===== config.mk =====
export PLATFORM = sky130hd
export DESIGN_NAME = console_command_frame_parser
export DESIGN_NICKNAME = d
export VERILOG_FILES = /design/src/hw/rtl/ccfp_pkg.sv /design/src/hw/rtl/ccfp_framer.sv /design/src/hw/rtl/ccfp_status.sv /design/src/hw/rtl/console_command_frame_parser.sv
export SDC_FILE = /design/constraint.sdc
export NUM_CORES = 1
export LEC_CHECK = 0
export BUFFER_PORTS_ARGS = -buffer_cell sky130_fd_sc_hd__buf_2
export CAP_MARGIN = 10
export CORE_AREA = 2 2 82 84
export DETAILED_ROUTE_END_ITERATION = 10
export DIE_AREA = 0 0 84 86
export RECOVER_POWER = 100
export SYNTH_ARGS = -nofsm -noshare
export SYNTH_HDL_FRONTEND = slang
export SYNTH_HIERARCHICAL = 1
export SYNTH_SLANG_ARGS = --single-unit
export TNS_END_PERCENT = 50

===== constraint.sdc =====
create_clock -name clk -period 6.6 [get_ports clk]
set_input_delay 0 -clock clk [delete_from_list [all_inputs] [get_ports clk]]
set_output_delay 0 -clock clk [all_outputs]
set_load 0.005 [all_outputs]

===== src/hw/rtl/ccfp_pkg.sv =====
// ----------------------------------------------------------------------------
// ccfp_pkg
// Shared types and constants for the console command frame parser: frame
// marker bytes, hunt phase codes, console status codes and the beat structs.
// ----------------------------------------------------------------------------
`default_nettype none

package ccfp_pkg;

  // frame marker bytes
  localparam logic [7:0] HDR_FIRST  = 8'hf3;
  localparam logic [7:0] HDR_SECOND = 8'hd7;
  localparam logic [7:0] TAIL_FIRST = 8'h0d;
  localparam logic [7:0] TAIL_LAST  = 8'h0a;

  // page and command codes
  localparam logic [7:0] PAGE_CTRL  = 8'h01;
  localparam logic [7:0] PAGE_SHOP  = 8'h02;
  localparam logic [7:0] CMD_ONE    = 8'h01;
  localparam logic [7:0] CMD_TWO    = 8'h02;
  localparam logic [7:0] CMD_THREE  = 8'h03;

  // hunt phase codes (the unused code behaves as hunting)
  localparam logic [1:0] PH_HUNT    = 2'd0;
  localparam logic [1:0] PH_SECOND  = 2'd1;
  localparam logic [1:0] PH_BODY    = 2'd2;

  // body byte positions
  localparam logic [2:0] POS_PAGE   = 3'd0;
  localparam logic [2:0] POS_CMD    = 3'd1;
  localparam logic [2:0] POS_TAIL0  = 3'd4;
  localparam logic [2:0] POS_TAIL1  = 3'd5;

  // console status codes
  localparam logic [2:0] ST_INIT    = 3'd0;
  localparam logic [2:0] ST_RUNNING = 3'd1;
  localparam logic [2:0] ST_PAUSED  = 3'd2;
  localparam logic [2:0] ST_MANAGE  = 3'd3;
  localparam logic [2:0] ST_QUERY   = 3'd4;
  localparam logic [2:0] ST_BUY     = 3'd5;

  // completed frame seen by the framer
  typedef struct packed {
    logic       done;
    logic       tail_ok;
    logic [7:0] page;
    logic [7:0] command;
  } frame_event_t;

  // one result beat
  typedef struct packed {
    logic       tail_error;
    logic [2:0] console_status;
    logic [7:0] page_number;
    logic [7:0] command_number;
    logic       resume_pulse;
    logic       pause_pulse;
    logic       query_request;
    logic       buy_request;
  } frame_result_t;

endpackage

`default_nettype wire


===== src/hw/rtl/ccfp_framer.sv =====
// ----------------------------------------------------------------------------
// ccfp_framer
// Header hunt and body collection. Tracks the hunt phase and body position,
// holds page and command bytes and reports each completed frame.
// ----------------------------------------------------------------------------
`default_nettype none

module ccfp_framer import ccfp_pkg::*; (
  input  wire logic         clk,
  input  wire logic         rst,
  input  wire logic         process,
  input  wire logic [7:0]   rx_byte,
  output frame_event_t      frame_event
);

  logic [1:0] hunt_phase;
  logic [1:0] hunt_phase_next;
  logic [2:0] body_count;
  logic [2:0] body_count_next;
  logic [2:0] body_count_inc;
  logic [7:0] held_page;
  logic [7:0] held_command;
  logic       first_tail_ok;

  assign body_count_inc = body_count + 3'd1;

  // phase and position update for the byte being processed
  always_comb begin
    hunt_phase_next = hunt_phase;
    body_count_next = body_count;
    case (hunt_phase)
      PH_SECOND: begin
        if (rx_byte == HDR_SECOND) begin
          hunt_phase_next = PH_BODY;
          body_count_next = 3'd0;
        end else if (rx_byte == HDR_FIRST) begin
          hunt_phase_next = PH_SECOND;
        end else begin
          hunt_phase_next = PH_HUNT;
        end
      end
      PH_BODY: begin
        if (body_count == POS_TAIL1) begin
          hunt_phase_next = PH_HUNT;
          body_count_next = 3'd0;
        end else if (body_count_inc > POS_TAIL1) begin
          hunt_phase_next = PH_HUNT;
          body_count_next = 3'd0;
        end else begin
          body_count_next = body_count_inc;
        end
      end
      default: begin
        hunt_phase_next = (rx_byte == HDR_FIRST) ? PH_SECOND : PH_HUNT;
      end
    endcase
  end

  // control state
  always_ff @(posedge clk) begin
    if (rst) begin
      hunt_phase    <= PH_HUNT;
      body_count    <= 3'd0;
      held_page     <= 8'd0;
      held_command  <= 8'd0;
      first_tail_ok <= 1'b0;
    end else if (process) begin
      hunt_phase <= hunt_phase_next;
      body_count <= body_count_next;
      if (hunt_phase == PH_BODY) begin
        if (body_count == POS_PAGE) held_page <= rx_byte;
        if (body_count == POS_CMD) held_command <= rx_byte;
        if (body_count == POS_TAIL0) first_tail_ok <= (rx_byte == TAIL_FIRST);
      end
    end
  end

  // frame completes on the last tail byte
  always_comb begin
    frame_event.done    = (hunt_phase == PH_BODY) && (body_count == POS_TAIL1);
    frame_event.tail_ok = first_tail_ok && (rx_byte == TAIL_LAST);
    frame_event.page    = held_page;
    frame_event.command = held_command;
  end

endmodule

`default_nettype wire


===== src/hw/rtl/ccfp_status.sv =====
// ----------------------------------------------------------------------------
// ccfp_status
// Console status register and command table. Turns a completed frame into
// the new status, the resume and pause pulses and the query and buy requests.
// ----------------------------------------------------------------------------
`default_nettype none

module ccfp_status import ccfp_pkg::*; (
  input  wire logic          clk,
  input  wire logic          rst,
  input  wire logic          process,
  input  wire frame_event_t  frame_event,
  output frame_result_t      result
);

  logic [2:0] status_code;
  logic [2:0] status_code_next;
  logic       resume;
  logic       pause;

  // command table, applied only for a good tail
  always_comb begin
    status_code_next = status_code;
    resume           = 1'b0;
    pause            = 1'b0;
    if (frame_event.tail_ok) begin
      if (frame_event.page == PAGE_CTRL) begin
        if (frame_event.command == CMD_ONE) begin
          status_code_next = ST_RUNNING;
          resume           = 1'b1;
        end else if (frame_event.command == CMD_TWO) begin
          status_code_next = ST_PAUSED;
          pause            = 1'b1;
        end else if (frame_event.command == CMD_THREE) begin
          status_code_next = ST_MANAGE;
          pause            = 1'b1;
        end
      end else if (frame_event.page == PAGE_SHOP) begin
        if (frame_event.command == CMD_ONE) begin
          status_code_next = ST_QUERY;
        end else if (frame_event.command == CMD_TWO) begin
          status_code_next = ST_BUY;
        end else if (frame_event.command == CMD_THREE) begin
          status_code_next = ST_MANAGE;
          pause            = 1'b1;
        end
      end
    end
  end

  // status register
  always_ff @(posedge clk) begin
    if (rst) begin
      status_code <= ST_INIT;
    end else if (process && frame_event.done) begin
      status_code <= status_code_next;
    end
  end

  // result fields
  always_comb begin
    result.tail_error     = !frame_event.tail_ok;
    result.console_status = status_code_next;
    result.page_number    = frame_event.page;
    result.command_number = frame_event.command;
    result.resume_pulse   = resume;
    result.pause_pulse    = pause;
    result.query_request  = frame_event.tail_ok && (status_code_next == ST_QUERY);
    result.buy_request    = frame_event.tail_ok && (status_code_next == ST_BUY);
  end

endmodule

`default_nettype wire


===== src/hw/rtl/console_command_frame_parser.sv =====
// ----------------------------------------------------------------------------
// console_command_frame_parser
// Finds eight-byte console command frames in a received byte stream and
// reports each completed frame with the updated console status.
// ----------------------------------------------------------------------------
// Takes one byte per beat and accepts a new byte every cycle while the
// result side keeps up. Each byte goes through an input register, one pass
// of compare-and-update logic and a result register, so a frame result
// is held in the result register once its last tail byte is processed. One result
// beat is produced for each frame of header 0xf3 0xd7, page, command, two
// reserved bytes and a tail; a wrong tail gives a beat with tail_error set and
// leaves the status unchanged. The input stalls only while a byte sits in the
// input register, a result waits in the result register and the output is
// stalled.
`default_nettype none

module console_command_frame_parser import ccfp_pkg::*; (
  input  wire logic       clk,
  input  wire logic       rst,
  input  wire logic       rx_valid,
  output logic            rx_stall,
  input  wire logic [7:0] rx_byte,
  output logic            frame_valid,
  input  wire logic       frame_stall,
  output logic            tail_error,
  output logic [2:0]      console_status,
  output logic [7:0]      page_number,
  output logic [7:0]      command_number,
  output logic            resume_pulse,
  output logic            pause_pulse,
  output logic            query_request,
  output logic            buy_request
);

  logic          in_valid;
  logic [7:0]    in_byte;
  logic          advance;
  logic          process;
  frame_event_t  frame_event;
  frame_result_t result;
  frame_result_t result_reg;

  // pipeline moves when the result register is free or being taken
  assign advance  = !frame_valid || !frame_stall;
  assign process  = in_valid && advance;
  assign rx_stall = in_valid && !advance;

  // input register
  always_ff @(posedge clk) begin
    if (rst) begin
      in_valid <= 1'b0;
    end else if (!rx_stall) begin
      in_valid <= rx_valid;
    end
  end

  always_ff @(posedge clk) begin
    if (rx_valid && !rx_stall) in_byte <= rx_byte;
  end

  ccfp_framer u_framer (
    .clk         (clk),
    .rst         (rst),
    .process     (process),
    .rx_byte     (in_byte),
    .frame_event (frame_event)
  );

  ccfp_status u_status (
    .clk         (clk),
    .rst         (rst),
    .process     (process),
    .frame_event (frame_event),
    .result      (result)
  );

  // result register
  always_ff @(posedge clk) begin
    if (rst) begin
      frame_valid <= 1'b0;
    end else if (advance) begin
      frame_valid <= process && frame_event.done;
    end
  end

  always_ff @(posedge clk) begin
    if (process && frame_event.done) result_reg <= result;
  end

  assign tail_error     = result_reg.tail_error;
  assign console_status = result_reg.console_status;
  assign page_number    = result_reg.page_number;
  assign command_number = result_reg.command_number;
  assign resume_pulse   = result_reg.resume_pulse;
  assign pause_pulse    = result_reg.pause_pulse;
  assign query_request  = result_reg.query_request;
  assign buy_request    = result_reg.buy_request;

`ifndef SYNTHESIS
  // input only stalls behind a held result
  a_stall_cause: assert property (@(posedge clk) disable iff (rst)
    rx_stall |-> (frame_valid && frame_stall))
    else $error("input stalled without a blocked result");

  // a dropped frame carries no pulse or request
  a_bad_tail_quiet: assert property (@(posedge clk) disable iff (rst)
    (frame_valid && tail_error) |->
      !(resume_pulse || pause_pulse || query_request || buy_request))
    else $error("pulse or request on a dropped frame");

  // requests follow the reported status
  a_request_status: assert property (@(posedge clk) disable iff (rst)
    (frame_valid && (query_request || buy_request)) |->
      ((query_request && console_status == ST_QUERY) ||
       (buy_request && console_status == ST_BUY)))
    else $error("request does not match status");

  // resume and pause never together
  a_pulse_excl: assert property (@(posedge clk) disable iff (rst)
    frame_valid |-> !(resume_pulse && pause_pulse))
    else $error("resume and pause pulses together");
`endif

endmodule

`default_nettype wire

==> results.yml, run 1 <==
route:
  wl_um: 4710
  antenna_left: 0
  num_vias: 1783
  drt_iter0_drc: 105
  post_drt_wl_per_cell_um: 13.3
  drtPass1Iterations: 4
  remaining_drc_errors: 0
  vias_per_cell: 5.02
job:
  drv_cap: 0
die:
  die_h_um: 86
  start_util: 0.411
  coreArea_um2: 6280
  fp.dieW_um: 84
  core.rowCount: 29
  ios: 38
  dieArea_um2: 7220
clock_tree:
  cts_tree: "yes"
  clk_latency_ns: 0.33
  path_clk_slew_ns: 0.07
  cts_resized: 0
  cts_made_buffers: 9
  clock_tree.buffer_depth: 2
  clockRootBuffer: "clkbuf_8"
  ctsHtreeMaxLevel: 3
  cts_sinks: 59
synth:
  synth_edf_count: 32
  synth_cell_types: 49
  syn_nets: 252
  synth_warnings: 6
  avgSynthCellArea_um2: 11.0
  synthCells: 235
  async_reset_ff_frac: 0
  netlist_area_um2: 2580
  ys_seq_elements: 59
  synth_flop_cell: "edfxtp_1"
  synth-seq-area-share: 0.581
grt:
  antenna_found_initial: 0
  grt_pass1_wl_um: 7870
  grt_pass1_vias: 1751
  track_usage: 0.141
  overflow: 0
  grt_max_degree: 30
place:
  numPortBuffers: 37
  post-place-ws_ns: 4.05
  gp_congestion: 0.705
  hpwlAfterDp_um: 3270
timing:
  timing.setup.tns_ns: 0
  timing.final.crit_period_ns: 2.64
  fin_worst_skew_ns: 0.00593
  grt_setup_unrepaired: "no"
  final.setup.worst_slack_ns: 3.96
  fmax_mhz: 379
  slew-limit-headroom: 0.177
  worst_pin_slew_ns: 1.23
  setup_violations: 0
  hold_viol_final: 0
  finalCritPeriodShare: 0.400
  drv_slew: 0
power_and_ir_drop:
  powerDensity_nw_per_um2: 267
  swShare: 0.184
  pwr-share-clk: 0.495
  leakagePower_nw: 1.09
  p_int_w: 0.000658
  ir_drop_mv: 0.139
  seq_power_share: 0.485
  pwr-share-comb: 0.020
  p_sw_w: 0.000148
worst_setup_path:
  rrSetupSlack_ns: 3.96
  worstRegToRegCells: 8
  cp_cell_sequence: "nand2b_1, or4_1, nor2_1, nor3b_1, nand4_1, nor3b_1, a21oi_1, and3_2"
  timing.rr.end: "buy_request"
  rr_startpoint: "in_byte[4]"
  critical-path-max-stage-delay_ns: 0.45
  worstSetupEndpointType: "register"
  start_kind: "register"
  critPathSlowestCell: "edfxtp_1"
  crit_type: "register to register"
  worstPathMaxFanout: 5
  required_ns: 6.69
  cp_data_arrival_time_ns: 2.73
  cp_common_cell: "nor3b_1"
worst_hold_path:
  hp-class: "primary input to register"
  worstHoldPathCells: 2
  min_to: "u_framer/first_tail_ok"
  hold_start: "rst"
final_layout:
  drive_gt1_frac: 0.194
  final_nets: 290
  antenna_cells: 0
  ff_latch_area_um2: 1500
  area_delta_synth_final_pct: 17.0
  fill_cells: 597
  multi_input_area_um2: 853
run_status:
  status: "complete, no violations"
[layout by cell type, fill, tap and decap left out, types with 5 or more instances in the layout]
cell	count
nand2_1	42
edfxtp_1	32
a21oi_1	28
buf_2	28
dfxtp_1	27
clkbuf_1	12
nor2_1	11
dlygate4sd3_1	11
inv_1	10
clkbuf_8	10
nor2b_1	6
nand3_1	5
nand4_1	5
ha_1	5
[worst max-delay path, delay by kind of cell (launching register included)]
family	cells	cell delay (ns)
flip-flops	1	0.45
AO/OA/AOI/OAI	1	0.13
AND/OR/NAND/NOR	7	1.82
[Yosys cell counts (2+ instances only)]
library cell  number  share of area
nand2_1           42          0.061
edfxtp_1          32           0.37
a21oi_1           27          0.052
dfxtp_1           27           0.21
buf_4             18          0.052
nor2_1            11          0.016
inv_1             10          0.015
nor2b_1            6          0.015
ha_1               5          0.024
nand4_1            5          0.012
nand3_1            4         0.0078
nand2b_1           3         0.0073
nor4_2             3          0.015
a21oi_2            2         0.0068
and2_1             2         0.0048
and4b_1            2         0.0078
nand3_2            2         0.0078
nor3b_1            2         0.0058
o21ai_0            2         0.0039
[flip-flops by register name, summed over array words and instances (netlist names)]
register and count:
buy_request 1, command_number 8, console_status 3, frame_valid 1, in_byte 8, in_valid 1, page_number 8, pause_pulse 1
query_request 1, resume_pulse 1, tail_error 1, u_framer/body_count 3, u_framer/first_tail_ok 1, u_framer/held_command 8, u_framer/held_page 8, u_framer/hunt_phase 2
u_status/status_code 3
[per-layer routing]
metal  vias up  GRT usage  routed length, µm
met3        11     0.0337                219
met4         0      0.104                127
met1       831      0.170               2230
li1        894          -                  -
met5         -          0                  0
met2        47      0.220               2140
[how the worst max path moves through the flow]
stage / start / to / cells after the start
after floorplan: u_framer/hunt_phase[0] / buy_request / 5
after global placement: in_byte[4] / buy_request / 8
after detailed placement: in_byte[4] / buy_request / 8
after CTS: in_byte[4] / buy_request / 8
after global routing: in_byte[4] / buy_request / 8
final: in_byte[4] / buy_request / 8
[cell type report]
class                      count  share of cell area
tap                           77              0.0319
inverter                      10              0.0124
timing repair buffer          49              0.0953
multi-input combinational    144               0.283
clock buffer                  12              0.0481
clock inverter                 4              0.0327
sequential                    59               0.497
[power by group through the flow]
| stage | combinational [W] | clock (W) | sequential, W |
|---|---|---|---|
| finish | 0.0000161 | 0.000399 | 0.000391 |
| global route | 0.0000178 | 0.000426 | 0.000391 |
| CTS | 0.0000166 | 0.000408 | 0.000391 |
| detailed placement | 0.0000117 | 0 | 0.000399 |
| global placement | 0.0000117 | 0 | 0.000399 |
| floorplan | 0.00000616 | 0 | 0.000398 |
[cell families (layout without fill, tap and decap cells)]
family | after synthesis | in the layout | share of synthesized area
fa+ha+maj | 5 | 5 | 0.0242
simple gates | 94 | 94 | 0.202
mux | 1 | 1 | 0.00388
compound gates | 44 | 44 | 0.109
flops | 59 | 59 | 0.581
buf+inv | 32 | 75 | 0.0795
[per-stage QoR]
stage | hold slack, ns | utilization | cell area (µm²) | instances | power, W
2_1_floorplan | 0.0624 | - | 2580 | 235 | 0.000404
3_3_place_gp | 0.181 | 0.431 | 2710 | 328 | 0.000410
3_5_place_dp | 0.178 | 0.431 | 2710 | 328 | 0.000411
4_1_cts | 0.130 | 0.488 | 3060 | 355 | 0.000816
5_1_grt | 0.166 | 0.481 | 3020 | 355 | 0.000835
6_report | 0.132 | 0.481 | 3020 | 355 | 0.000807
[timing repair]
action	4_1_cts	5_1_grt
hold endpoints to repair	10	0
hold buffers	11	0
buffers inserted	0	0
No activity file was read; power rests on OpenSTA's default activity.
==> run 2, diff against run 1 <==
clock period = 2.15 ns   (was 6.6 ns; I/O delays follow)
==> run 2 against run 1 <==
  * The run now ends with negative setup slack left
  * Flip-flop and latch count is the same
  * Sequential power increased to 3.0 times the previous value
  * Final area grew 5.0%
  * Sequential share of layout area fell by 2.4 points
  * Worst hold slack improved by 0.0073 ns
  * Clock skew down 0.0014 ns
  * Utilization is 2.4 points higher
  * Global-route usage shrank 0.088 points
  * First-iteration DRC count down 36%
  * Wire length up 2.1%
==> results.yml, run 2 (same netlist as run 1, synthesis figures left out) <==
power_and_ir_drop:
  seq_power_share: 0.535
  p_int_w: 0.00176
  pwr-share-comb: 0.031
  leakagePower_nw: 1.18
  p_sw_w: 0.000475
  powerDensity_nw_per_um2: 703
  pwr-share-clk: 0.433
  swShare: 0.213
  ir_drop_mv: 0.454
  finalPower_w: 0.00223
timing:
  final.setup.worst_slack_ns: -0.00550
  finalCritPeriodShare: 1.00
  fmax_mhz: 464
  worst_pin_slew_ns: 0.680
  timing.final.crit_period_ns: 2.16
  setup_violations: 1
  slew-limit-headroom: 0.545
  hold_viol_final: 0
  fin_worst_skew_ns: 0.00455
  drv_slew: 0
  grt_setup_unrepaired: "yes"
place:
  hpwlAfterDp_um: 3330
  numPortBuffers: 37
  gp_congestion: 0.788
worst_setup_path:
  start_kind: "register"
  worstRegToRegCells: 7
  worstPathMaxFanout: 4
  crit_start: "in_byte[6]"
  rr_startpoint: "in_byte[6]"
  rrSetupSlack_ns: -0.006
  worstSetupEndpointType: "register"
  crit_path_end: "query_request"
  timing.rr.end: "query_request"
  crit_type: "register to register"
  required_ns: 2.24
  cp_data_arrival_time_ns: 2.24
run_status:
  status: "finished, violations left"
  violations: "negative setup slack"
clock_tree:
  clockRootBuffer: "clkbuf_8"
  cts_made_buffers: 9
  path_clk_slew_ns: 0.06
  clk_latency_ns: 0.33
  ctsHtreeMaxLevel: 3
  cts_tree: "yes"
  clock_tree.buffer_depth: 2
  cts_sinks: 59
route:
  wl_um: 4810
  remaining_drc_errors: 0
  drt_iter0_drc: 67
  drtPass1Iterations: 4
  vias_per_cell: 4.91
  antenna_left: 0
  num_vias: 1830
  post_drt_wl_per_cell_um: 12.9
die:
  ios: 38
  start_util: 0.411
  fp.dieW_um: 84
  dieArea_um2: 7220
  coreArea_um2: 6280
  core.rowCount: 29
  die_h_um: 86
grt:
  track_usage: 0.140
  grt_max_degree: 30
  grt_pass1_vias: 1753
  grt_pass1_wl_um: 7800
  antenna_found_initial: 0
  overflow: 0
worst_hold_path:
  hp-class: "primary input to register"
final_layout:
  utilization: 0.505
  final_nets: 308
  layout_common_cells: "nand2_1, edfxtp_1, buf_2"
  antenna_cells: 0
  mostFrequentLayoutCell: "nand2_1"
  drive_gt1_frac: 0.291
  area_delta_synth_final_pct: 22.8
job:
  drv_cap: 0
-- run 2: cell count changes in the layout (fill, tap and decap cells not counted), moves of 3 or more --
cell      before  now
buf_4          0   17
clkbuf_1      12    5
buf_2         28   32
clkinv_2       0    3
-- run 2: power groups by stage --
stage / logic, W / clock network, W / registers, W
6_report: 0.0000696 / 0.000967 / 0.00119
5_1_grt: 0.0000763 / 0.00105 / 0.00119
4_1_cts: 0.0000710 / 0.000998 / 0.00119
3_5_place_dp: 0.0000542 / 0 / 0.00122
3_3_place_gp: 0.0000547 / 0 / 0.00122
2_1_floorplan: 0.0000189 / 0 / 0.00122
-- run 2: cell type report --
type	count	area (µm²)
clock buffers	9	124
clock inverters	7	68.8
fillers	599	3110
inverters	10	37.5
multi-input cells	144	908
flip-flops and latches	59	1500
well taps	77	96.3
repair buffers	67	435
-- run 2: worst max-delay path, cell delays in order (launching register included) --
cell and delay (ns):
edfxtp_1 0.39, or4_4 0.57, nor2_4 0.10, nor3b_4 0.17, nand4_1 0.16, nor3b_2 0.24, a21oi_2 0.09, and4b_1 0.19
-- run 2: worst min path at each step --
stage / depth (start not counted) / slack [ns] / endpoint / startpoint
floorplan: 1 / 0.06 / in_valid / rst
global placement: 1 / 0.18 / in_byte[1] / rx_byte[1]
detailed placement: 1 / 0.18 / in_byte[1] / rx_byte[1]
CTS: 2 / 0.12 / u_framer/first_tail_ok / rst
global route: 2 / 0.18 / u_framer/held_page[4] / rst
finish: 2 / 0.14 / u_framer/first_tail_ok / rst
-- run 2: timing repair --
action,4_1_cts,5_1_grt
pin swaps,3,1
setup buffers,2,0
hold buffers,11,0
endpoints found under the hold margin,10,0
endpoints found under the setup margin,6,7
cloned,0,0
resized for setup,8,3
-- run 2: per-layer routing --
metal / vias to the layer above / part of all wire / GRT usage
met5: - / 0 / 0
met3: 8 / 0.035 / 0.0414
met2: 33 / 0.46 / 0.222
met4: 0 / 0.020 / 0.0792
li1: 933 / - / -
met1: 856 / 0.48 / 0.171
-- run 2: per-stage QoR --
| step | instances | worst slack [ns] | instance area (µm²) | TNS, ns | hold slack, ns |
|---|---|---|---|---|---|
| 3_5_place_dp | 345 | -0.143 | 2850 | -0.481 | 0.178 |
| 2_1_floorplan | 235 | -0.129 | 2590 | -0.235 | 0.0624 |
| 5_1_grt | 373 | -0.204 | 3170 | -0.666 | 0.183 |
| 4_1_cts | 374 | -0.0289 | 3200 | -0.0462 | 0.124 |
| 6_report | 373 | -0.00550 | 3170 | -0.00550 | 0.139 |
| 3_3_place_gp | 345 | -0.114 | 2850 | -0.274 | 0.178 |
==> run 3, diff against run 2 <==
clock period = 2.5 ns   (was 2.15 ns; I/O delays follow)
==> run 3 against run 2 <==
  * The flow now finishes without violations
  * Non-clock buffer count shrank 13
  * Utilization down 2.3 points
  * Register-to-register slack better by 0.13 ns
  * Largest power group unchanged
  * First-iteration DRC count up 70%
  * Setup slack better by 0.13 ns
  * Maximum frequency decreased by 9.2%
  * Via count is 4.5% lower
  * Clock-buffer cell count grew 1
  * Sequential share of layout area is 2.2 points higher
  * Critical endpoint is now buy_request
  * Wire length shrank 2.4%
==> results.yml, run 3 (same netlist as run 1, synthesis figures left out) <==
power_and_ir_drop:
  ir_drop_mv: 0.259
  leakagePower_nw: 1.09
  powerDensity_nw_per_um2: 640
  finalPower_w: 0.00194
route:
  num_vias: 1748
  post_drt_wl_per_cell_um: 13.0
  drt_iter0_drc: 114
  antenna_left: 0
  vias_per_cell: 4.86
  wl_um: 4700
  drtPass1Iterations: 4
  remaining_drc_errors: 0
worst_setup_path:
  crit_type: "register to register"
  required_ns: 2.58
  critPathSlowestCell: "edfxtp_1"
  worstPathMaxFanout: 5
  cp_data_arrival_time_ns: 2.46
  crit_start: "in_byte[4]"
  critical-path-max-stage-delay_ns: 0.44
  worstSetupEndpointType: "register"
  cp_cell_sequence: "nand2b_1, or4_4, nor2_1, nor3b_1, nand4_1, nor3b_2, a21oi_2, and3_2"
  start_kind: "register"
  rr_startpoint: "in_byte[4]"
timing:
  timing.setup.tns_ns: 0
  hold_viol_final: 0
  worst_pin_slew_ns: 0.719
  setup_violations: 0
  fmax_mhz: 421
  finalCritPeriodShare: 0.950
  fin_worst_skew_ns: 0.00523
  slew-limit-headroom: 0.519
  grt_setup_unrepaired: "no"
  timing.final.crit_period_ns: 2.37
  drv_slew: 0
clock_tree:
  cts_sinks: 59
  cts_made_buffers: 9
  clockRootBuffer: "clkbuf_8"
  path_clk_slew_ns: 0.07
  cts_tree: "yes"
  clk_latency_ns: 0.33
  clock_tree.buffer_depth: 2
  ctsHtreeMaxLevel: 3
final_layout:
  area_delta_synth_final_pct: 17.3
  utilization: 0.483
  antenna_cells: 0
  layout_common_cells: "nand2_1, edfxtp_1, buf_2"
  drive_gt1_frac: 0.237
  mostFrequentLayoutCell: "nand2_1"
  final_nets: 295
die:
  core.rowCount: 29
  fp.dieW_um: 84
  start_util: 0.411
  coreArea_um2: 6280
  dieArea_um2: 7220
  die_h_um: 86
  ios: 38
place:
  hpwlAfterDp_um: 3330
  gp_congestion: 0.740
  numPortBuffers: 37
worst_hold_path:
  hold_start: "rst"
  hp-class: "primary input to register"
job:
  drv_cap: 0
run_status:
  status: "complete, no violations"
grt:
  grt_pass1_wl_um: 7690
  grt_pass1_vias: 1669
  overflow: 0
  track_usage: 0.136
  antenna_found_initial: 0
  grt_max_degree: 30
[run 3: cell count changes in the layout (fill, tap and decap cells not counted), sizes merged]
cell    change
clkbuf      +4
inv         +1
clkinv      -2
buf        -16
[run 3: stage by stage]
step	instance area, µm²	cells	hold slack (ns)	worst slack [ns]
final	3030	360	0.153	0.125
after global routing	3030	360	0.182	0.00853
after CTS	3040	358	0.141	0.0667
after detailed placement	2730	331	0.178	0.0878
after global placement	2730	331	0.179	0.172
after floorplan	2590	235	0.0624	0.221
[run 3: path summary, 6_finish.rpt]
kind	end	slack, ns	depth (start not counted)
setup / recovery	buy_request	0.13	8
hold / removal	u_framer/first_tail_ok	0.15	2
setup reg to reg	buy_request	0.13	8
hold reg to reg	command_number[4]	0.47	0
[run 3: cell type report]
cell class,instances,area (µm²)
Clock buffer,10,138
Tap cell,77,96.3
Multi-Input combinational cell,144,866
Clock inverter,6,63.8
Sequential cell,59,1500
Inverter,10,37.5
Timing Repair Buffer,54,327
Fill cell,590,3250
[run 3: routing by layer]
metal,vias to the layer above,track usage,wire length [µm]
li1,905,-,-
met1,805,0.176,2310
met2,32,0.204,2130
met3,6,0.0375,183
met4,0,0.0836,75
met5,-,0,0
[run 3: repair_timing]
| item | in CTS | in global routing |
|---|---|---|
| hold buffers | 11 | 0 |
| hold endpoints to repair | 10 | 0 |
| endpoints found under the setup margin | 0 | 2 |
| setup buffers | 0 | 2 |
| gates resized for setup | 0 | 0 |
[run 3: worst max-delay path, delay by kind of cell (launching register included)]
family	cells	cell delay (ns)
AOI/OAI and AO/OA	1	0.09
DFF	1	0.44
and+or+nand+nor	7	1.61
[run 3: power by group]
group | switching [W] | internal (W)
logic | 0.0000215 | 0.0000235
clock network | 0.000376 | 0.000487
registers | 0.00000789 | 0.00102
total | 0.000405 | 0.00153
